===== config.mk =====
export PLATFORM = sky130hd
export DESIGN_NAME = manchester_packet_transmitter_flat
export DESIGN_NICKNAME = d
export VERILOG_FILES = /design/src/rtl/mpt_pkg.sv /design/src/rtl/mpt_if.sv /design/src/rtl/mpt_ram.sv /design/src/rtl/mpt_csr.sv /design/src/rtl/mpt_core.sv /design/src/rtl/mpt_skid.sv /design/src/rtl/manchester_packet_transmitter.sv /design/src/flat_wrapper.sv
export SDC_FILE = /design/constraint.sdc
export NUM_CORES = 1
export LEC_CHECK = 0
export BUFFER_PORTS_ARGS = -buffer_cell sky130_fd_sc_hd__buf_4
export CORE_ASPECT_RATIO = 1.2
export CORE_UTILIZATION = 45
export CTS_BUF_LIST = sky130_fd_sc_hd__clkbuf_4
export DETAILED_ROUTE_END_ITERATION = 12
export PLACE_DENSITY_LB_ADDON = 0.1
export REMOVE_ABC_BUFFERS = 1
export SKIP_CTS_REPAIR_TIMING = 1
export SLEW_MARGIN = 20
export SYNTH_ARGS = -nofsm -noshare
export SYNTH_HDL_FRONTEND = slang
export SYNTH_SLANG_ARGS = --single-unit

===== constraint.sdc =====
create_clock -name clock -period 3.65 [get_ports clock]
set_input_delay 0.73 -clock clock [delete_from_list [all_inputs] [get_ports clock]]
set_output_delay 0.73 -clock clock [all_outputs]
set_load 0.01 [all_outputs]

===== src/rtl/mpt_pkg.sv =====
// ----------------------------------------------------------------------------
// Manchester packet transmitter package
// Shared payload types, register indexes, request codes and reset values.
// ----------------------------------------------------------------------------
package mpt_pkg;

   // Field widths of the request and response payloads.
   localparam int KIND_W   = 2;
   localparam int INDEX_W  = 5;
   localparam int BYTE_W   = 8;
   localparam int LENGTH_W = 8;
   localparam int STATUS_W = 2;
   localparam int COUNT_W  = 4;

   // Request kinds.
   localparam logic [KIND_W-1:0] KIND_WRITE = 2'd0;
   localparam logic [KIND_W-1:0] KIND_START = 2'd1;
   localparam logic [KIND_W-1:0] KIND_TICK  = 2'd2;

   // Response status codes.
   localparam logic [STATUS_W-1:0] STATUS_OK       = 2'd0;
   localparam logic [STATUS_W-1:0] STATUS_BUSY     = 2'd1;
   localparam logic [STATUS_W-1:0] STATUS_TOO_LONG = 2'd2;

   // Configuration register indexes and the address layout.
   localparam int REG_IDX_W  = 2;
   localparam int CSR_ADDR_W = 4;
   localparam int CSR_DATA_W = 32;
   localparam logic [REG_IDX_W-1:0] REG_PREAMBLE_BIT = 2'd0;
   localparam logic [REG_IDX_W-1:0] REG_START_BIT    = 2'd1;
   localparam logic [REG_IDX_W-1:0] REG_PREAMBLE_LEN = 2'd2;
   localparam logic [REG_IDX_W-1:0] REG_POSTAMBLE_LEN = 2'd3;

   // Configuration reset values.
   localparam logic               RST_PREAMBLE_BIT  = 1'b1;
   localparam logic               RST_START_BIT     = 1'b0;
   localparam logic [COUNT_W-1:0] RST_PREAMBLE_LEN  = 4'd4;
   localparam logic [COUNT_W-1:0] RST_POSTAMBLE_LEN = 4'd8;

   // Number of bits in one data byte.
   localparam logic [COUNT_W-1:0] BITS_PER_BYTE = 4'd8;

   typedef struct packed {
      logic [KIND_W-1:0]   kind;
      logic [INDEX_W-1:0]  byte_index;
      logic [BYTE_W-1:0]   byte_value;
      logic [LENGTH_W-1:0] packet_length;
   } req_type;

   typedef struct packed {
      logic [STATUS_W-1:0] status;
      logic                pin_enable;
      logic                pin_level;
      logic                packet_done;
   } rsp_type;

   typedef struct packed {
      logic               preamble_bit_value;
      logic               start_bit_value;
      logic [COUNT_W-1:0] preamble_length;
      logic [COUNT_W-1:0] postamble_length;
   } cfg_type;

endpackage


===== src/rtl/mpt_if.sv =====
// ----------------------------------------------------------------------------
// Manchester packet transmitter channel interfaces
// Valid/ready channels for requests and for responses.
// ----------------------------------------------------------------------------
interface mpt_req_if;
   logic                          valid;
   logic                          ready;
   logic [mpt_pkg::KIND_W-1:0]    kind;
   logic [mpt_pkg::INDEX_W-1:0]   byte_index;
   logic [mpt_pkg::BYTE_W-1:0]    byte_value;
   logic [mpt_pkg::LENGTH_W-1:0]  packet_length;

   modport source (output valid, kind, byte_index, byte_value, packet_length,
                   input ready);
   modport sink (input valid, kind, byte_index, byte_value, packet_length,
                 output ready);
endinterface

interface mpt_rsp_if;
   logic                          valid;
   logic                          ready;
   logic [mpt_pkg::STATUS_W-1:0]  status;
   logic                          pin_enable;
   logic                          pin_level;
   logic                          packet_done;

   modport source (output valid, status, pin_enable, pin_level, packet_done,
                   input ready);
   modport sink (input valid, status, pin_enable, pin_level, packet_done,
                 output ready);
endinterface


===== src/rtl/mpt_ram.sv =====
// ----------------------------------------------------------------------------
// Generic single-port-write RAM
// One write port and one read port with registered read data.
// ----------------------------------------------------------------------------
module mpt_ram #(
   parameter int WIDTH = 8,
   parameter int DEPTH = 32,
   localparam int AW = (DEPTH > 1) ? $clog2(DEPTH) : 1
) (
   input  logic             clock,
   input  logic             wr_en,
   input  logic [AW-1:0]    wr_addr,
   input  logic [WIDTH-1:0] wr_data,
   input  logic [AW-1:0]    rd_addr,
   output logic [WIDTH-1:0] rd_data
);

   logic [WIDTH-1:0] mem_ff [DEPTH];
   logic [WIDTH-1:0] rd_data_ff;

   // Storage array with a write port.
   always_ff @(posedge clock) begin
      if (wr_en) begin
         mem_ff[wr_addr] <= wr_data;
      end
   end

   // Read data is registered every cycle.
   always_ff @(posedge clock) begin
      rd_data_ff <= mem_ff[rd_addr];
   end

   assign rd_data = rd_data_ff;

endmodule


===== src/rtl/mpt_csr.sv =====
// ----------------------------------------------------------------------------
// Manchester packet transmitter configuration registers
// APB-style register file holding the preamble and postamble settings.
// ----------------------------------------------------------------------------
module mpt_csr (
   input  logic                             clock,
   input  logic                             reset,
   input  logic                             psel,
   input  logic                             penable,
   input  logic                             pwrite,
   input  logic [mpt_pkg::CSR_ADDR_W-1:0]   paddr,
   input  logic [mpt_pkg::CSR_DATA_W-1:0]   pwdata,
   output logic [mpt_pkg::CSR_DATA_W-1:0]   prdata,
   output logic                             pready,
   output mpt_pkg::cfg_type                 cfg
);

   logic                             preamble_bit_ff;
   logic                             start_bit_ff;
   logic [mpt_pkg::COUNT_W-1:0]      preamble_len_ff;
   logic [mpt_pkg::COUNT_W-1:0]      postamble_len_ff;
   logic                             wr_fire;
   logic [mpt_pkg::REG_IDX_W-1:0]    reg_idx;

   assign pready  = 1'b1;
   assign wr_fire = psel & penable & pwrite & pready;
   assign reg_idx = paddr[mpt_pkg::CSR_ADDR_W-1:2];

   // Register writes in the access phase.
   always_ff @(posedge clock) begin
      if (reset) begin
         preamble_bit_ff  <= mpt_pkg::RST_PREAMBLE_BIT;
         start_bit_ff     <= mpt_pkg::RST_START_BIT;
         preamble_len_ff  <= mpt_pkg::RST_PREAMBLE_LEN;
         postamble_len_ff <= mpt_pkg::RST_POSTAMBLE_LEN;
      end else if (wr_fire) begin
         unique case (reg_idx)
            mpt_pkg::REG_PREAMBLE_BIT: begin
               preamble_bit_ff <= pwdata[0];
            end
            mpt_pkg::REG_START_BIT: begin
               start_bit_ff <= pwdata[0];
            end
            mpt_pkg::REG_PREAMBLE_LEN: begin
               preamble_len_ff <= pwdata[mpt_pkg::COUNT_W-1:0];
            end
            mpt_pkg::REG_POSTAMBLE_LEN: begin
               postamble_len_ff <= pwdata[mpt_pkg::COUNT_W-1:0];
            end
            default: begin
            end
         endcase
      end
   end

   // Read-back multiplexer.
   always_comb begin
      prdata = '0;
      unique case (reg_idx)
         mpt_pkg::REG_PREAMBLE_BIT:  prdata = mpt_pkg::CSR_DATA_W'(preamble_bit_ff);
         mpt_pkg::REG_START_BIT:     prdata = mpt_pkg::CSR_DATA_W'(start_bit_ff);
         mpt_pkg::REG_PREAMBLE_LEN:  prdata = mpt_pkg::CSR_DATA_W'(preamble_len_ff);
         mpt_pkg::REG_POSTAMBLE_LEN: prdata = mpt_pkg::CSR_DATA_W'(postamble_len_ff);
         default:                    prdata = '0;
      endcase
   end

   assign cfg.preamble_bit_value = preamble_bit_ff;
   assign cfg.start_bit_value    = start_bit_ff;
   assign cfg.preamble_length    = preamble_len_ff;
   assign cfg.postamble_length   = postamble_len_ff;

endmodule


===== src/rtl/mpt_core.sv =====
// ----------------------------------------------------------------------------
// Manchester packet transmitter core
// Sequencer state and the update done for each request.
// ----------------------------------------------------------------------------
module mpt_core #(
   parameter int BUFFER_BYTES = 32,
   localparam int AW    = (BUFFER_BYTES > 1) ? $clog2(BUFFER_BYTES) : 1,
   localparam int CNT_W = $clog2(BUFFER_BYTES + 1)
) (
   input  logic                        clock,
   input  logic                        reset,
   input  logic                        fire,
   input  mpt_pkg::req_type            req,
   input  mpt_pkg::cfg_type            cfg,
   input  logic [mpt_pkg::BYTE_W-1:0]  store_rd_data,
   output logic                        store_wr_en,
   output logic [AW-1:0]               store_wr_addr,
   output logic [mpt_pkg::BYTE_W-1:0]  store_wr_data,
   output logic [AW-1:0]               store_rd_addr,
   output mpt_pkg::rsp_type            rsp
);

   localparam logic [2:0] MODE_IDLE      = 3'd0;
   localparam logic [2:0] MODE_PREAMBLE  = 3'd1;
   localparam logic [2:0] MODE_START     = 3'd2;
   localparam logic [2:0] MODE_DATA      = 3'd3;
   localparam logic [2:0] MODE_POSTAMBLE = 3'd4;

   localparam logic [mpt_pkg::LENGTH_W-1:0] MAX_LEN = mpt_pkg::LENGTH_W'(BUFFER_BYTES);

   logic [2:0]                  mode_ff, mode_in;
   logic                        second_half_ff, second_half_in;
   logic                        next_level_ff, next_level_in;
   logic                        use_store_ff, use_store_in;
   logic [2:0]                  sel_bit_ff, sel_bit_in;
   logic                        line_driven_ff, line_driven_in;
   logic [mpt_pkg::COUNT_W-1:0] preamble_left_ff, preamble_left_in;
   logic [mpt_pkg::COUNT_W-1:0] postamble_left_ff, postamble_left_in;
   logic [CNT_W-1:0]            current_byte_ff, current_byte_in;
   logic [mpt_pkg::COUNT_W-1:0] current_bit_ff, current_bit_in;
   logic [CNT_W-1:0]            send_length_ff, send_length_in;

   logic                        busy;
   logic                        level_now;
   logic [mpt_pkg::COUNT_W-1:0] preamble_dec;
   logic [mpt_pkg::COUNT_W-1:0] postamble_dec;
   logic [mpt_pkg::COUNT_W-1:0] bit_inc;
   logic [CNT_W-1:0]            byte_inc;

   assign busy = (mode_ff != MODE_IDLE);

   // A data level is kept as a pointer into the buffer; the byte at
   // current_byte is read every cycle, so it is ready by the next tick.
   assign level_now     = use_store_ff ? store_rd_data[sel_bit_ff] : next_level_ff;
   assign preamble_dec  = preamble_left_ff - 1'b1;
   assign postamble_dec = postamble_left_ff - 1'b1;
   assign bit_inc       = current_bit_ff + 1'b1;
   assign byte_inc      = current_byte_ff + 1'b1;

   // Buffer port: writes come straight from the request, reads follow
   // the byte pointer's next value.
   assign store_wr_addr = AW'(req.byte_index);
   assign store_wr_data = req.byte_value;
   assign store_rd_addr = current_byte_in[AW-1:0];

   // Request decode and the half-bit sequencer.
   always_comb begin
      mode_in           = mode_ff;
      second_half_in    = second_half_ff;
      next_level_in     = next_level_ff;
      use_store_in      = use_store_ff;
      sel_bit_in        = sel_bit_ff;
      line_driven_in    = line_driven_ff;
      preamble_left_in  = preamble_left_ff;
      postamble_left_in = postamble_left_ff;
      current_byte_in   = current_byte_ff;
      current_bit_in    = current_bit_ff;
      send_length_in    = send_length_ff;
      store_wr_en       = 1'b0;
      rsp               = '0;

      if (fire) begin
         unique case (req.kind)
            mpt_pkg::KIND_WRITE: begin
               if (busy) begin
                  rsp.status = mpt_pkg::STATUS_BUSY;
               end else if (32'(req.byte_index) < BUFFER_BYTES) begin
                  store_wr_en = 1'b1;
               end
            end
            mpt_pkg::KIND_START: begin
               if (busy) begin
                  rsp.status = mpt_pkg::STATUS_BUSY;
               end else if (req.packet_length > MAX_LEN) begin
                  rsp.status = mpt_pkg::STATUS_TOO_LONG;
               end else begin
                  send_length_in   = CNT_W'(req.packet_length);
                  current_byte_in  = '0;
                  current_bit_in   = '0;
                  second_half_in   = 1'b0;
                  line_driven_in   = 1'b1;
                  next_level_in    = cfg.preamble_bit_value;
                  use_store_in     = 1'b0;
                  mode_in          = MODE_PREAMBLE;
                  preamble_left_in = cfg.preamble_length;
               end
            end
            mpt_pkg::KIND_TICK: begin
               rsp.pin_enable = line_driven_ff;
               rsp.pin_level  = line_driven_ff & level_now;
               if (!second_half_ff) begin
                  // First half of a bit: send the inverse next.
                  second_half_in = 1'b1;
                  next_level_in  = ~level_now;
                  use_store_in   = 1'b0;
               end else begin
                  unique case (mode_ff)
                     MODE_IDLE: begin
                        line_driven_in = 1'b0;
                        next_level_in  = 1'b0;
                        use_store_in   = 1'b0;
                     end
                     MODE_PREAMBLE: begin
                        second_half_in   = 1'b0;
                        preamble_left_in = preamble_dec;
                        use_store_in     = 1'b0;
                        if (preamble_dec == '0) begin
                           next_level_in = cfg.start_bit_value;
                           mode_in       = MODE_START;
                        end else begin
                           next_level_in = cfg.preamble_bit_value;
                        end
                     end
                     MODE_START: begin
                        // First data bit is bit 0 of byte 0.
                        second_half_in = 1'b0;
                        use_store_in   = 1'b1;
                        sel_bit_in     = '0;
                        mode_in        = MODE_DATA;
                     end
                     MODE_DATA: begin
                        second_half_in = 1'b0;
                        current_bit_in = bit_inc;
                        if (bit_inc < mpt_pkg::BITS_PER_BYTE) begin
                           use_store_in = 1'b1;
                           sel_bit_in   = bit_inc[2:0];
                        end else begin
                           current_byte_in = byte_inc;
                           if (byte_inc < send_length_ff) begin
                              current_bit_in = '0;
                              use_store_in   = 1'b1;
                              sel_bit_in     = '0;
                           end else begin
                              // Last byte sent: enter the low postamble.
                              mode_in           = MODE_POSTAMBLE;
                              postamble_left_in = cfg.postamble_length;
                              next_level_in     = 1'b0;
                              use_store_in      = 1'b0;
                              second_half_in    = 1'b1;
                           end
                        end
                     end
                     MODE_POSTAMBLE: begin
                        postamble_left_in = postamble_dec;
                        if (postamble_dec == 4'd1) begin
                           // Closing high spike.
                           second_half_in = 1'b0;
                           next_level_in  = 1'b1;
                           use_store_in   = 1'b0;
                        end else if (postamble_dec == '0) begin
                           mode_in         = MODE_IDLE;
                           rsp.packet_done = 1'b1;
                        end else begin
                           second_half_in = 1'b1;
                           next_level_in  = 1'b0;
                           use_store_in   = 1'b0;
                        end
                     end
                     default: begin
                        mode_in = MODE_IDLE;
                     end
                  endcase
               end
            end
            default: begin
            end
         endcase
      end
   end

   // Sequencer state registers.
   always_ff @(posedge clock) begin
      if (reset) begin
         mode_ff           <= MODE_IDLE;
         second_half_ff    <= 1'b0;
         next_level_ff     <= 1'b0;
         use_store_ff      <= 1'b0;
         sel_bit_ff        <= '0;
         line_driven_ff    <= 1'b0;
         preamble_left_ff  <= '0;
         postamble_left_ff <= '0;
         current_byte_ff   <= '0;
         current_bit_ff    <= '0;
         send_length_ff    <= '0;
      end else begin
         mode_ff           <= mode_in;
         second_half_ff    <= second_half_in;
         next_level_ff     <= next_level_in;
         use_store_ff      <= use_store_in;
         sel_bit_ff        <= sel_bit_in;
         line_driven_ff    <= line_driven_in;
         preamble_left_ff  <= preamble_left_in;
         postamble_left_ff <= postamble_left_in;
         current_byte_ff   <= current_byte_in;
         current_bit_ff    <= current_bit_in;
         send_length_ff    <= send_length_in;
      end
   end

endmodule


===== src/rtl/mpt_skid.sv =====
// ----------------------------------------------------------------------------
// Manchester packet transmitter response buffer
// Two-entry output register that keeps requests flowing under backpressure.
// ----------------------------------------------------------------------------
module mpt_skid (
   input  logic             clock,
   input  logic             reset,
   input  logic             in_valid,
   output logic             in_ready,
   input  mpt_pkg::rsp_type in_data,
   output logic             out_valid,
   input  logic             out_ready,
   output mpt_pkg::rsp_type out_data
);

   logic             main_valid_ff, main_valid_in;
   logic             skid_valid_ff, skid_valid_in;
   mpt_pkg::rsp_type main_data_ff, main_data_in;
   mpt_pkg::rsp_type skid_data_ff, skid_data_in;
   logic             pop;

   assign pop       = main_valid_ff & out_ready;
   assign in_ready  = ~skid_valid_ff;
   assign out_valid = main_valid_ff;
   assign out_data  = main_data_ff;

   // Fill and drain of the main and skid entries.
   always_comb begin
      main_valid_in = main_valid_ff;
      skid_valid_in = skid_valid_ff;
      main_data_in  = main_data_ff;
      skid_data_in  = skid_data_ff;
      if (skid_valid_ff) begin
         if (pop) begin
            main_data_in  = skid_data_ff;
            skid_valid_in = 1'b0;
         end
      end else if (in_valid) begin
         if (!main_valid_ff || pop) begin
            main_data_in  = in_data;
            main_valid_in = 1'b1;
         end else begin
            skid_data_in  = in_data;
            skid_valid_in = 1'b1;
         end
      end else if (pop) begin
         main_valid_in = 1'b0;
      end
   end

   // Occupancy flags.
   always_ff @(posedge clock) begin
      if (reset) begin
         main_valid_ff <= 1'b0;
         skid_valid_ff <= 1'b0;
      end else begin
         main_valid_ff <= main_valid_in;
         skid_valid_ff <= skid_valid_in;
      end
   end

   // Payload holding registers.
   always_ff @(posedge clock) begin
      main_data_ff <= main_data_in;
      skid_data_ff <= skid_data_in;
   end

endmodule


===== src/rtl/manchester_packet_transmitter.sv =====
// ----------------------------------------------------------------------------
// Manchester packet transmitter
// Top level: register file, packet buffer, sequencer and response buffer.
// ----------------------------------------------------------------------------
// Every request (buffer write, send start or half-bit tick) is decoded as it
// is accepted and its response is registered in the response buffer, so one
// request per clock is sustained while responses are taken. The packet buffer
// is a RAM with registered read; the byte being sent is read ahead every cycle,
// so a tick never waits for it. Backpressure on the response side is absorbed
// by a two-entry output buffer: requests are refused only while both entries
// hold responses. Each tick drives the level computed by the previous tick:
// preamble bits, a start bit, the data bytes LSB first in Manchester form,
// then a low postamble ending in a single high half-bit (none if its length
// is one); then packet_done is flagged and the next tick releases the pin.
module manchester_packet_transmitter #(
   parameter int BUFFER_BYTES = 32
) (
   input  logic                           clock,
   input  logic                           reset,
   mpt_req_if.sink                        req_chan,
   mpt_rsp_if.source                      rsp_chan,
   input  logic                           csr_psel,
   input  logic                           csr_penable,
   input  logic                           csr_pwrite,
   input  logic [mpt_pkg::CSR_ADDR_W-1:0] csr_paddr,
   input  logic [mpt_pkg::CSR_DATA_W-1:0] csr_pwdata,
   output logic [mpt_pkg::CSR_DATA_W-1:0] csr_prdata,
   output logic                           csr_pready
);

   localparam int AW = (BUFFER_BYTES > 1) ? $clog2(BUFFER_BYTES) : 1;

   mpt_pkg::cfg_type           cfg;
   mpt_pkg::req_type           req;
   mpt_pkg::rsp_type           core_rsp;
   mpt_pkg::rsp_type           out_rsp;
   logic                       fire;
   logic                       store_wr_en;
   logic [AW-1:0]              store_wr_addr;
   logic [mpt_pkg::BYTE_W-1:0] store_wr_data;
   logic [AW-1:0]              store_rd_addr;
   logic [mpt_pkg::BYTE_W-1:0] store_rd_data;

   // Request handshake and payload.
   assign fire              = req_chan.valid & req_chan.ready;
   assign req.kind          = req_chan.kind;
   assign req.byte_index    = req_chan.byte_index;
   assign req.byte_value    = req_chan.byte_value;
   assign req.packet_length = req_chan.packet_length;

   mpt_csr u_csr (
      .clock   (clock),
      .reset   (reset),
      .psel    (csr_psel),
      .penable (csr_penable),
      .pwrite  (csr_pwrite),
      .paddr   (csr_paddr),
      .pwdata  (csr_pwdata),
      .prdata  (csr_prdata),
      .pready  (csr_pready),
      .cfg     (cfg)
   );

   mpt_ram #(
      .WIDTH (mpt_pkg::BYTE_W),
      .DEPTH (BUFFER_BYTES)
   ) u_store (
      .clock   (clock),
      .wr_en   (store_wr_en),
      .wr_addr (store_wr_addr),
      .wr_data (store_wr_data),
      .rd_addr (store_rd_addr),
      .rd_data (store_rd_data)
   );

   mpt_core #(
      .BUFFER_BYTES (BUFFER_BYTES)
   ) u_core (
      .clock         (clock),
      .reset         (reset),
      .fire          (fire),
      .req           (req),
      .cfg           (cfg),
      .store_rd_data (store_rd_data),
      .store_wr_en   (store_wr_en),
      .store_wr_addr (store_wr_addr),
      .store_wr_data (store_wr_data),
      .store_rd_addr (store_rd_addr),
      .rsp           (core_rsp)
   );

   mpt_skid u_skid (
      .clock     (clock),
      .reset     (reset),
      .in_valid  (fire),
      .in_ready  (req_chan.ready),
      .in_data   (core_rsp),
      .out_valid (rsp_chan.valid),
      .out_ready (rsp_chan.ready),
      .out_data  (out_rsp)
   );

   // Response payload.
   assign rsp_chan.status      = out_rsp.status;
   assign rsp_chan.pin_enable  = out_rsp.pin_enable;
   assign rsp_chan.pin_level   = out_rsp.pin_level;
   assign rsp_chan.packet_done = out_rsp.packet_done;

endmodule


===== src/flat_wrapper.sv =====
// flat-port wrapper written by rule: the top's interface ports become plain ports
module manchester_packet_transmitter_flat 
#(
   parameter int BUFFER_BYTES = 32
)
  (clock, reset, csr_psel, csr_penable, csr_pwrite, csr_paddr, csr_pwdata, csr_prdata, csr_pready, req_chan_valid, req_chan_kind, req_chan_byte_index, req_chan_byte_value, req_chan_packet_length, req_chan_ready, rsp_chan_valid, rsp_chan_status, rsp_chan_pin_enable, rsp_chan_pin_level, rsp_chan_packet_done, rsp_chan_ready);
  mpt_req_if req_chan_i ();
  mpt_rsp_if rsp_chan_i ();
  input  logic clock;
  input  logic reset;
  input  logic csr_psel;
  input  logic csr_penable;
  input  logic csr_pwrite;
  input  logic [mpt_pkg::CSR_ADDR_W-1:0] csr_paddr;
  input  logic [mpt_pkg::CSR_DATA_W-1:0] csr_pwdata;
  output logic [mpt_pkg::CSR_DATA_W-1:0] csr_prdata;
  output logic csr_pready;
  input wire logic [$bits(req_chan_i.valid)-1:0] req_chan_valid;
  input wire logic [$bits(req_chan_i.kind)-1:0] req_chan_kind;
  input wire logic [$bits(req_chan_i.byte_index)-1:0] req_chan_byte_index;
  input wire logic [$bits(req_chan_i.byte_value)-1:0] req_chan_byte_value;
  input wire logic [$bits(req_chan_i.packet_length)-1:0] req_chan_packet_length;
  output wire logic [$bits(req_chan_i.ready)-1:0] req_chan_ready;
  output wire logic [$bits(rsp_chan_i.valid)-1:0] rsp_chan_valid;
  output wire logic [$bits(rsp_chan_i.status)-1:0] rsp_chan_status;
  output wire logic [$bits(rsp_chan_i.pin_enable)-1:0] rsp_chan_pin_enable;
  output wire logic [$bits(rsp_chan_i.pin_level)-1:0] rsp_chan_pin_level;
  output wire logic [$bits(rsp_chan_i.packet_done)-1:0] rsp_chan_packet_done;
  input wire logic [$bits(rsp_chan_i.ready)-1:0] rsp_chan_ready;
  assign req_chan_i.valid = req_chan_valid;
  assign req_chan_i.kind = req_chan_kind;
  assign req_chan_i.byte_index = req_chan_byte_index;
  assign req_chan_i.byte_value = req_chan_byte_value;
  assign req_chan_i.packet_length = req_chan_packet_length;
  assign req_chan_ready = req_chan_i.ready;
  assign rsp_chan_valid = rsp_chan_i.valid;
  assign rsp_chan_status = rsp_chan_i.status;
  assign rsp_chan_pin_enable = rsp_chan_i.pin_enable;
  assign rsp_chan_pin_level = rsp_chan_i.pin_level;
  assign rsp_chan_packet_done = rsp_chan_i.packet_done;
  assign rsp_chan_i.ready = rsp_chan_ready;
  manchester_packet_transmitter #(.BUFFER_BYTES(BUFFER_BYTES)) u_core (.clock(clock), .reset(reset), .req_chan(req_chan_i), .rsp_chan(rsp_chan_i), .csr_psel(csr_psel), .csr_penable(csr_penable), .csr_pwrite(csr_pwrite), .csr_paddr(csr_paddr), .csr_pwdata(csr_pwdata), .csr_prdata(csr_prdata), .csr_pready(csr_pready));
endmodule

==> results of run 1 <==
==> worst max-delay path by stage <==
stage	to	slack, ns	cells after the start
CTS	u_core.u_core.sel_bit_ff[2]	0.43	11
global placement	u_core.u_store.rd_data[7]	0.27	14
detailed placement	u_core.u_store.rd_data[7]	0.24	14
global route	u_core.u_core.sel_bit_ff[2]	0.32	11
finish	u_core.u_core.sel_bit_ff[2]	0.46	11
floorplan	u_core.u_store.rd_data[6]	-1.88	10
==> area by class of cell <==
cell class | count | area share, %
well taps | 396 | 3.07
clock inverters | 23 | 0.860
multi-input cells | 746 | 28.1
diodes | 2 | 0.0310
repair buffers | 102 | 5.59
inverters | 25 | 0.581
flip-flops and latches | 320 | 56.1
clock buffers | 121 | 5.62
==> cell families (layout without fill, tap and decap cells) <==
logic type               count (synthesis)  after routing  share of synthesized area, %
AO/OA/AOI/OAI                          214            214                          11.4
XOR/XNOR                                 9              9                         0.664
adder cells (fa/ha/maj)                 15             15                          1.33
buffers and inverters                  120            271                          4.60
flip-flops                             320            320                          64.2
multiplexers                            55             55                          4.17
other                                    2             31                        0.0532
AND/OR/NAND/NOR                        424            424                          13.6
==> registers in the layout, summed over array words and instances (netlist names), 4 cells and up <==
| register | cells |
|---|---|
| u_core.u_core.current_byte_ff | 6 |
| u_core.u_core.postamble_left_ff | 4 |
| u_core.u_core.current_bit_ff | 4 |
| u_core.u_core.preamble_left_ff | 4 |
| u_core.u_core.send_length_ff | 6 |
| u_core.u_csr.preamble_len_ff | 4 |
| u_core.u_store.mem_ff | 256 |
| u_core.u_skid.skid_data_ff | 5 |
| u_core.u_csr.postamble_len_ff | 4 |
| u_core.u_skid.out_data | 5 |
| u_core.u_store.rd_data | 8 |
==> Yosys cell counts, types with 12 or more instances <==
| master | instances | share of area [%] |
|---|---|---|
| sky130_fd_sc_hd__a21oi_2 | 15 | 0.93 |
| sky130_fd_sc_hd__nand4_1 | 13 | 0.58 |
| sky130_fd_sc_hd__nand3b_1 | 16 | 0.85 |
| sky130_fd_sc_hd__o21ai_0 | 16 | 0.57 |
| sky130_fd_sc_hd__buf_4 | 31 | 1.6 |
| sky130_fd_sc_hd__nand2_1 | 210 | 5.6 |
| sky130_fd_sc_hd__buf_2 | 24 | 0.85 |
| sky130_fd_sc_hd__ha_1 | 15 | 1.3 |
| sky130_fd_sc_hd__a31oi_1 | 28 | 1.2 |
| sky130_fd_sc_hd__nor2_1 | 88 | 2.3 |
| sky130_fd_sc_hd__clkbuf_1 | 28 | 0.74 |
| sky130_fd_sc_hd__inv_1 | 25 | 0.66 |
| sky130_fd_sc_hd__mux2i_1 | 51 | 3.6 |
| sky130_fd_sc_hd__a211oi_1 | 12 | 0.64 |
| sky130_fd_sc_hd__edfxtp_1 | 266 | 57 |
| sky130_fd_sc_hd__dfxtp_1 | 54 | 7.7 |
| sky130_fd_sc_hd__a221o_1 | 15 | 1.1 |
| sky130_fd_sc_hd__a21oi_1 | 44 | 1.6 |
| sky130_fd_sc_hd__nand3_1 | 45 | 1.6 |
==> layout by cell type, fill, tap and decap left out, drive strengths merged, types with 4 or more instances in the layout <==
master  count
clkbuf    121
ha         15
a31oi      29
nand4      13
a22oi       4
o21bai      8
edfxtp    266
o21ai      19
xor2        4
nand2b      5
o211ai      4
nor2b       7
or4         4
o31ai       8
nand3b     16
o21a        7
nor2       88
clkinv     18
nand3      48
or2         5
nand2     211
a221oi     10
a21oi      60
a211oi     12
a21o        5
dfxtp      54
and2       10
inv        28
a221o      15
xnor2       5
a32oi      10
nor3        6
mux2i      51
buf       102
conb       29
==> layer usage <==
metal / global-route usage, % / routed length (um) / up-vias
met5: 0 / 0 / -
met4: 9.26 / 983 / 0
met3: 5.10 / 1860 / 67
met2: 36.6 / 16700 / 273
met1: 25.5 / 13700 / 4509
li1: - / - / 4502
==> power breakdown <==
group	total (mW)	switching [mW]	internal [mW]
Sequential	3.99	0.0142	3.97
Clock	3.06	1.40	1.65
Combinational	0.255	0.173	0.0823
==> critical path, delay by kind of cell (launching register included) <==
| family | cells | cell delay [ns] |
|---|---|---|
| compound gates | 8 | 1.66 |
| simple gates | 1 | 0.49 |
| flops | 1 | 0.33 |
| fa+ha+maj | 2 | 0.63 |
==> summary by stage, run 1 <==
Timing
Setup violations remaining at the end of the flow were counted as 0. Measured against its own limit, the worst slew margin works out to 48.7%. The post-route setup TNS is 0 ns. The worst-case hold slack is 0.222 ns.

The period utilization is 87.3%. The final worst-path setup slack is between 0.4 and 0.5 ns. The count of final max-slew check failures came to 0. The maximum clock frequency is 0.314 GHz. Setup repair after global routing left no endpoint under its margin.

The post-route minimum period is 3.19 ns. The final setup skew is 0.0503 ns. The count of endpoints failing hold in the final timing report is 0. At the pin with the least slew margin, the transition time is roughly 0.77 ns.

Route
In the routed design, unresolved DRC markers number 0. The length of the first detailed-routing pass in iterations is 5. The detail route stage leaves a number of antenna-violating nets equal to 0. The violation count after the first detailed-routing iteration is 489.

The via count is a little over 9000. Dividing the detail-routed via count by the number of cells gives roughly 5.4. After detailed routing, the average wire length per cell comes to 19.2 um. The total wire length after detailed routing is between 30 and 40 mm.

Critical path
Tracing the worst setup path back leads to its startpoint at u_core.u_core.current_byte_ff[1]. The required time of the critical path is 4.27 ns. The critical path class is reg -> reg.

The most numerous cell type found on the critical path is sky130_fd_sc_hd__o21a_1. Setup slack on the worst reg-to-reg path comes out at roughly 0.46 ns. The largest stage delay on the critical path is ~0.49 ns. Of all nets on the critical path, the largest fanout is 7. The worst register-to-register path has a depth of 11. The largest individual stage delay along the critical path comes from the cell sky130_fd_sc_hd__or4_1. Traced cell by cell, the critical path runs through ha_1 > ha_1 > a21boi_1 > o21a_1 > o21a_1 > o21a_1 > o21a_1 > o21a_1 > a211o_1 > or4_1 > a21oi_1. The type of element capturing the critical path is a register. The worst reg2reg path endpoint is u_core.u_core.sel_bit_ff[2].

The arrival time of the worst setup path is around 3.8 ns. In this run the critical register-to-register path is launched from u_core.u_core.current_byte_ff[1]. STA classifies the critical path startpoint as a register.

Layout
The net count of the finished layout is 1359. The final cell area excluding filler cells is 16200 sq um. The combined flip-flop and latch cell area is 9070 sq um. The layout has 2784 filler cells. Cells fill roughly 53% of the core in the end.

The non-filler instance count after layout is 1735. The share of cells above drive strength 1 is 20.7%. The area occupied by multi-input gates is 4540 sq um. The area growth from synthesis to layout is 14.4%.

Synth
The synthesized netlist occupies a cell area of 14100 sq um. For this run, asynchronously set or reset flops after synthesis account for 0%. During synthesis, Yosys emitted a total of 0 warnings.

Sequential cells were found to cover 64.2% of the synthesized design area. The post-synthesis cell count is ~1200. Dividing the synthesized area by the synthesized cell count gives around 12 sq um. The dominant synthesized flop cell is sky130_fd_sc_hd__edfxtp_1. In this run, synthesis inferred around 270 flip-flops with an integrated enable.

After synthesis the netlist holds a flip-flop and latch count of 320. The number of distinct library cell variants in the gate-level netlist after synthesis is 79.

Clock tree
The buffer type at the clock tree root is sky130_fd_sc_hd__clkbuf_4. The insertion delay to the later sink of the worst-skew pair is 0.70 ns. The H-tree generated during clock tree synthesis spans 3 levels. The clock input transition at the sequential cells of the worst setup and hold paths is roughly 0.07 ns.

The maximum buffer depth of the clock tree is 3. TritonCTS created 83 clock buffers. TritonCTS built the clock tree.

CTS saw 320 sinks.

GRT
The first-pass GRT wire length is 51.3 mm. The number of antenna violations at the first check in global routing is 2. For this run the aggregate overflow at the end of global routing stands at 0.

The number of global-route vias before repair came to 9429. Entering global routing, the biggest net connects 47 pins. For this run, the total global-route usage over all layers was measured as 21.4%.

Hold path
The launch instance of the worst min-delay path is rsp_chan_ready. The number of cells traversed by the worst hold path is 2. The worst hold path terminates at u_core.u_skid.skid_valid_ff.

The path class of the tightest hold or removal check is in -> reg.

Placement
The number of placed instances, taps included, is around 1600. The final HPWL from detailed placement is between 20 and 25 mm. The port buffer count is 46. The placer's final routability congestion estimate is around 0.82. Summing all placed instances gives a cell area of 15100 sq um. The setup slack after placement is 0.237 ns.

Flow run
Across the run, the number of max-cap violations was 0.

Power
The static leakage is roughly 5.7 nW. In this run the power density over the cells is 452 nW/um^2. The worst ir drop on vdd is 0.240 mV. The design draws 7.30 mW.

Floorplanning
The top-level port count is between 100 and 150. The die covers 32100 sq um. The floorplan die height is 196 um. The core region is 30700 sq um. Measured along the x axis, the die boundary spans 164 um.

Once the floorplan was initialized, standard cells occupied between 40% and 50% of the core. The floorplan has 70 rows.

Outcome
The flow ran to the end, and the final reports show no timing, DRC or antenna violations.
No activity file was read; power rests on OpenSTA's default activity.
==> run 2, diff against run 1 <==
--- a/config.mk
+++ b/config.mk
@@ -8,7 +8,6 @@
 export BUFFER_PORTS_ARGS = -buffer_cell sky130_fd_sc_hd__buf_4
 export CORE_ASPECT_RATIO = 1.2
 export CORE_UTILIZATION = 45
-export CTS_BUF_LIST = sky130_fd_sc_hd__clkbuf_4
 export DETAILED_ROUTE_END_ITERATION = 12
 export PLACE_DENSITY_LB_ADDON = 0.1
 export REMOVE_ABC_BUFFERS = 1
==> summary by stage, run 2 (synthesis gave the netlist of run 1 again) <==
Clock tree
The H-tree was split into 2 levels. In this run, CTS created clock tree buffers numbering 35. The insertion delay to the later sink of the worst-skew pair is 0.52 ns. Clock tree synthesis found a total of 320 sinks. Counting along the longest clock path gives a buffer depth of 3. After clock tree synthesis, the clock-pin slew on the worst setup and hold paths is 0.06 ns. The cell sitting at the root of the clock tree is a sky130_fd_sc_hd__clkbuf_16. TritonCTS built the clock tree.

Critical path
STA classifies the critical path startpoint as a register. The critical path class is reg -> reg. The number of cells on the critical path is 11. The largest stage delay on the critical path is 0.49 ns. The required time of the critical path is 4.08 ns. The startpoint of the worst-slack reg-to-reg timing path is u_core.u_core.current_byte_ff[1].

Along the worst path, the maximum fanout reaches 7. The endpoint identified for the worst register-to-register timing path is u_core.u_core.sel_bit_ff[2]. Among the stages of the critical path, the cell type that occurs most often is sky130_fd_sc_hd__o21a_1. The number of cells on the worst reg-to-reg path is 11. The category of cells accounting for the largest share of critical-path delay is compound AO/OA/AOI/OAI gates. The type of element capturing the critical path is a register.

The arrival time of the worst setup path is 3.64 ns. The slowest stage of the critical path belongs to the cell sky130_fd_sc_hd__or4_1. The critical path goes through ha_1 > ha_1 > a21boi_1 > o21a_1 > o21a_1 > o21a_1 > o21a_1 > o21a_1 > a211o_1 > or4_1 > a21oi_1. The worst register-to-register path has a setup slack of 0.44 ns. The buffering stage count on the worst path with inverters included is 0.

Floorplanning
The floorplan die height is roughly 200 um. In this run the count of I/O pins placed on the die edge is 106. The die covers between 30000 and 40000 sq um. The die boundary width is 164 um. The placeable core area is 30700 sq um. Once the floorplan was initialized, standard cells occupied 46.1% of the core. In this run the core area contains 70 standard-cell rows.

Layout
The non-filler instance count after layout is 1651. The most common cell after layout, fill and taps aside is sky130_fd_sc_hd__edfxtp_1. The register with the most flip-flops in the layout has 256 of them. In the final layout, the share of cells above drive strength 1 is 15.5%. The post-route core utilization is 52.8%.

The final cell area excluding filler cells is around 16000 sq um. The top cell types in the final layout, fill and taps aside, are 266 x sky130_fd_sc_hd__edfxtp_1, 210 x sky130_fd_sc_hd__nand2_1, 91 x sky130_fd_sc_hd__buf_4, 88 x sky130_fd_sc_hd__nor2_1, 54 x sky130_fd_sc_hd__dfxtp_1. The top register by number of flip-flops is u_core.u_store.mem_ff. After the last flow step, the layout net total stands at roughly 1300. The area growth from synthesis to layout is 14.6%. The antenna diode count is 0.

Route
The detailed-route DRC error count is 0. The length of the first detailed-routing pass in iterations is 5. The via count is slightly above 9000. After detailed routing, the total wire length is 32.8 mm. Dividing the detail-routed wire length by the instance count gives between 15 and 20 um. The first routing iteration left roughly 550 violations. The per-cell via count in the routed design is 5.48. The number of routed nets with antenna violations is 0.

Power
Dividing total power by cell area gives a power density of 471 nW/um^2. VDD sags by at most 0.385 mV. The analysis attributes to cell leakage a power of 5.60 nW.

Summing internal, switching and leakage power gives 7.63 mW.

Timing
The actual transition at the worst max-transition pin is 0.748 ns. For the finished layout, the period the worst path requires is approximately 3.2 ns. The worst path uses 88.0% of the clock period. Summed over all failing endpoints, the final setup total negative slack is 0 ns. The worst path meets setup with 0.440 ns of slack.

Measured against its own limit, the worst slew margin works out to between 40 and 50%. The final setup skew is 0.0265 ns. The count of final max-slew check failures came to 0.

The count of endpoints failing hold in the final timing report is 0. The worst-case hold slack is between 0.4 and 0.5 ns. Setup repair after global routing left no endpoint under its margin. For this run, the top clock speed supported by timing is 0.311 GHz. The count of endpoints failing setup in the final report is 0.

GRT
Entering global routing, the biggest net connects 47 pins. For met1 alone, demand over resource in global routing was 26.1%. The met3 routing resource usage after global routing is 3.49%. The number of antenna violations at the first check in global routing is 0. The total overflow left after global routing is 0. For this run, global-route usage on met2 was measured as 36.7%. The total global routing track utilization is 20.9%. The routing layer with the top usage in global route is met2. The number of global-route vias before repair is ~9000.

The first-pass GRT wire length is 50.5 mm.

Placement
The number of placed instances, taps included, is 1589. The final HPWL from detailed placement is 20.8 mm. The port buffer count is 46.

The instance area at placement is 15100 sq um. The setup slack after placement is 0.237 ns. The congestion estimate from routability-driven global placement came to 0.821.

Outcome
The run finished with clean final reports.

Flow run
The number of max-cap violations is 0.

Hold path
Along the worst hold path, the cell count comes to 2. The path class of the lowest-slack min-delay path is in -> reg. The launch instance of the worst min-delay path is rsp_chan_ready.

For hold timing, the worst endpoint is u_core.u_skid.skid_valid_ff.
## run 2: worst max-delay path by stage
stage / from / to / slack [ns]
after floorplan: req_chan_kind[0] / u_core.u_store.rd_data[6] / -1.88
after global placement: req_chan_kind[0] / u_core.u_store.rd_data[7] / 0.27
after detailed placement: req_chan_kind[0] / u_core.u_store.rd_data[7] / 0.24
after CTS: u_core.u_core.current_byte_ff[0] / u_core.u_core.sel_bit_ff[2] / 0.41
after global routing: u_core.u_core.current_byte_ff[0] / u_core.u_core.sel_bit_ff[2] / 0.31
final: u_core.u_core.current_byte_ff[1] / u_core.u_core.sel_bit_ff[2] / 0.44
## run 2: final cells by class
type                            instances  area, sq um
Clock buffer                           46          917
Clock inverter                         16          170
Multi-Input combinational cell        746         4540
Fill cell                            2696        14500
Tap cell                              396          495
Inverter                               25         93.8
Sequential cell                       320         9070
Timing Repair Buffer                  102          903
## run 2: report_power, final
| group | switching (mW) | internal, mW |
|---|---|---|
| sequential | 0.0142 | 3.97 |
| clock | 1.40 | 1.99 |
| combinational | 0.172 | 0.0823 |
## run 2: metal layers
layer	wire length, um	part of all wire, %	up-vias
li1	-	-	4360
met1	13700	42	4419
met2	16700	51	220
met3	1580	4.8	55
met4	750	2.3	0
met5	0	0	-
==> run 3, diff against run 2 <==
--- a/config.mk
+++ b/config.mk
@@ -9,9 +9,10 @@
 export CORE_ASPECT_RATIO = 1.2
 export CORE_UTILIZATION = 45
 export DETAILED_ROUTE_END_ITERATION = 12
-export PLACE_DENSITY_LB_ADDON = 0.1
+export PLACE_DENSITY = 0.7
 export REMOVE_ABC_BUFFERS = 1
 export SKIP_CTS_REPAIR_TIMING = 1
+export SKIP_LAST_GASP = 1
 export SLEW_MARGIN = 20
 export SYNTH_ARGS = -nofsm -noshare
 export SYNTH_HDL_FRONTEND = slang
==> summary by stage, run 3 (synthesis gave the netlist of run 1 again) <==
Clock tree
Clock-pin slew was measured on the worst setup and hold paths at 0.06 ns. At the later pin of the worst-skew pair, clock insertion delay measures 0.52 ns. The buffer type at the clock tree root is sky130_fd_sc_hd__clkbuf_16. Counting along the longest clock path gives a buffer depth of 3. The TritonCTS clock tree is built.

The CTS H-tree depth is 2. The total clock buffers created by CTS is 35. The total clock sinks is 320.

Timing
Setup repair after global routing left no endpoint under its margin. In this run the tightest slew margin relative to its limit is 54.1%. In the final timing run, aggregate negative setup slack is 0 ns.

The final setup skew is 0.0198 ns. The actual transition at the worst max-transition pin is 0.686 ns. Setup violations remaining at the end of the flow were counted as 0. The post-route minimum period is 3.17 ns.

The worst-case hold slack is approximately 0.40 ns. The count of endpoints failing hold in the final timing report came to 0. Setup slack closes at a little under 0.5 ns. The count of final max-slew check failures is 0. The maximum clock frequency is roughly 0.32 GHz. The worst path uses between 80 and 90% of the clock period.

Flow run
The number of max-cap violations is 0.

Critical path
The required time of the critical path is 4.09 ns. The most used cell along the critical path is sky130_fd_sc_hd__o21a_1. STA classifies the critical path startpoint as a register.

The type of element capturing the critical path is a register. The category of cells accounting for the largest share of critical-path delay is compound AO/OA/AOI/OAI gates. For the worst setup path, the data arrival time is roughly 3.6 ns. Walking the worst path, the cells encountered are ha_1 > ha_1 > a21boi_1 > o21a_1 > o21a_1 > o21a_1 > o21a_1 > o21a_1 > a211o_1 > or4_1 > a21oi_1.

The cell type of the slowest stage on the worst timing path is sky130_fd_sc_hd__or4_1. The setup path with the least slack is of type reg -> reg. The number of buffers and inverters on the critical path is 0. The largest stage delay on the critical path is approximately 0.5 ns. The setup slack on the worst flop-to-flop path is ~0.48 ns. In this run the worst path has a maximum fanout of 7.

Placement
The setup slack after placement is approximately 0.17 ns. The count of buffers added on input and output ports is 46. The final HPWL from detailed placement is ~20 mm. The congestion estimate from routability-driven global placement came to between 0.8 and 0.9.

Layout
The top register by number of flip-flops is u_core.u_store.mem_ff. 0 antenna diodes ended up in the layout. In the final layout, the share of cells above drive strength 1 is 15.7%. In the layout the commonest cells are 266 x sky130_fd_sc_hd__edfxtp_1, 210 x sky130_fd_sc_hd__nand2_1, 96 x sky130_fd_sc_hd__buf_4, 88 x sky130_fd_sc_hd__nor2_1, 54 x sky130_fd_sc_hd__dfxtp_1. The area occupied by multi-input gates is 4540 sq um.

The area growth from synthesis to layout is 14.8%. The most common cell after layout, fill and taps aside is sky130_fd_sc_hd__edfxtp_1. Across the whole layout, storage elements account for 9070 sq um. The fill cell instance count of the final layout is 2596. The register with the most flip-flops in the layout has around 260 of them. For this run, the post-layout net count is 1313.

Floorplanning
From left edge to right edge, the die measures 164 um. The top-level port count is approximately 110. The region available for standard cell placement spans 30700 sq um.

The die covers about 32000 sq um. The floorplan has 70 rows. The effective utilization at floorplan is 46.1%. The die is 196 um tall.

Power
The logic gate share of total power is 3.3%. In this run the power spent charging and discharging nets is around 1.6 mW. IR analysis of the VDD net gives a maximum drop of 0.420 mV. For this design the ratio of total power to cell area is 474 nW/um^2. Internal power comes to roughly 6.1 mW. The clock network accounts for 44.8% of the total power. Net switching is 20.8% of the power. In this run the static leakage power is roughly 5.6 nW. The sequential group share of total power is 51.9%. The total power of the final layout is between 7 and 8 mW.

Route
For this run, design rule violations remaining after detail routing come to 0. The sum of met3 wire segment lengths after detailed routing is 1.96 mm. After detailed routing, the wire length on met1 is about 13 mm. The first detailed-routing pass ran for 7 iterations. The violation count after the first detailed-routing iteration is 722. After detailed routing, no signal wire sits above met4.

In the final routed layout, each cell accounts on average for 19.1 um. Dividing the detail-routed via count by the number of cells gives 5.60. The via count is 9266. The length of routed met2 wiring is roughly 16 mm. Summed over all layers, the routed wires come to 31.7 mm. Once detail routing completed, the nets flagged for antenna violations numbered 0.

Outcome
The flow ran to the end, and the final reports show no timing, DRC or antenna violations.

GRT
The maximum number of pins on one net before global-route repair is 55. The first-pass GRT wire length is 48.1 mm. The total global routing track utilization is 19.6%.

The number of antenna violations at the first check in global routing was 0. The number of global-route vias before repair is 8977. The remaining global-route overflow is 0.

Hold path
In this run the worst hold path is classified as in -> reg.
-- run 3: changes by cell type in the layout (fill, tap and decap cells not counted), sizes merged --
| cell | previous run | this run |
|---|---|---|
| clkbuf | 46 | 43 |
| clkinv | 12 | 15 |
| buf | 102 | 104 |
| inv | 25 | 26 |
-- run 3: through the flow --
stage	area (sq um)	utilization, %	instances
after global routing	16200	52.9	1654
after floorplan	13700	-	1091
after global placement	15100	49.2	1591
after detailed placement	15100	49.2	1591
after CTS	16200	52.9	1654
final	16200	52.9	1654
-- run 3: per-layer routing --
metal / up-vias / track usage, %
met1: 4548 / 24.4
met5: - / 0
met4: 0 / 7.13
met2: 300 / 34.2
met3: 62 / 3.02
li1: 4356 / -
-- run 3: final timing paths --
path	start	to	cells after the start
setup / recovery	u_core.u_core.current_byte_ff[0]	u_core.u_core.sel_bit_ff[2]	11
setup reg to reg	u_core.u_core.current_byte_ff[0]	u_core.u_core.sel_bit_ff[2]	11
hold reg to reg	u_core.u_csr.start_bit_ff	u_core.u_csr.start_bit_ff	2
hold / removal	rsp_chan_ready	u_core.u_skid.skid_valid_ff	2
-- run 3: area by class of cell --
class	count	area share (%)
clock inverters	20	1.26
well taps	396	3.06
flip-flops and latches	320	55.9
inverters	25	0.579
clock buffers	43	5.72
multi-input cells	746	28.0
repair buffers	104	5.43
-- run 3: power by group through the flow --
stage | combinational (mW) | sequential, mW | clock [mW]
after floorplan | 0.105 | 4.07 | 0
after global placement | 0.241 | 4.07 | 0
after detailed placement | 0.248 | 4.07 | 0
after CTS | 0.249 | 3.99 | 3.49
after global routing | 0.274 | 3.99 | 3.64
final | 0.250 | 3.99 | 3.45
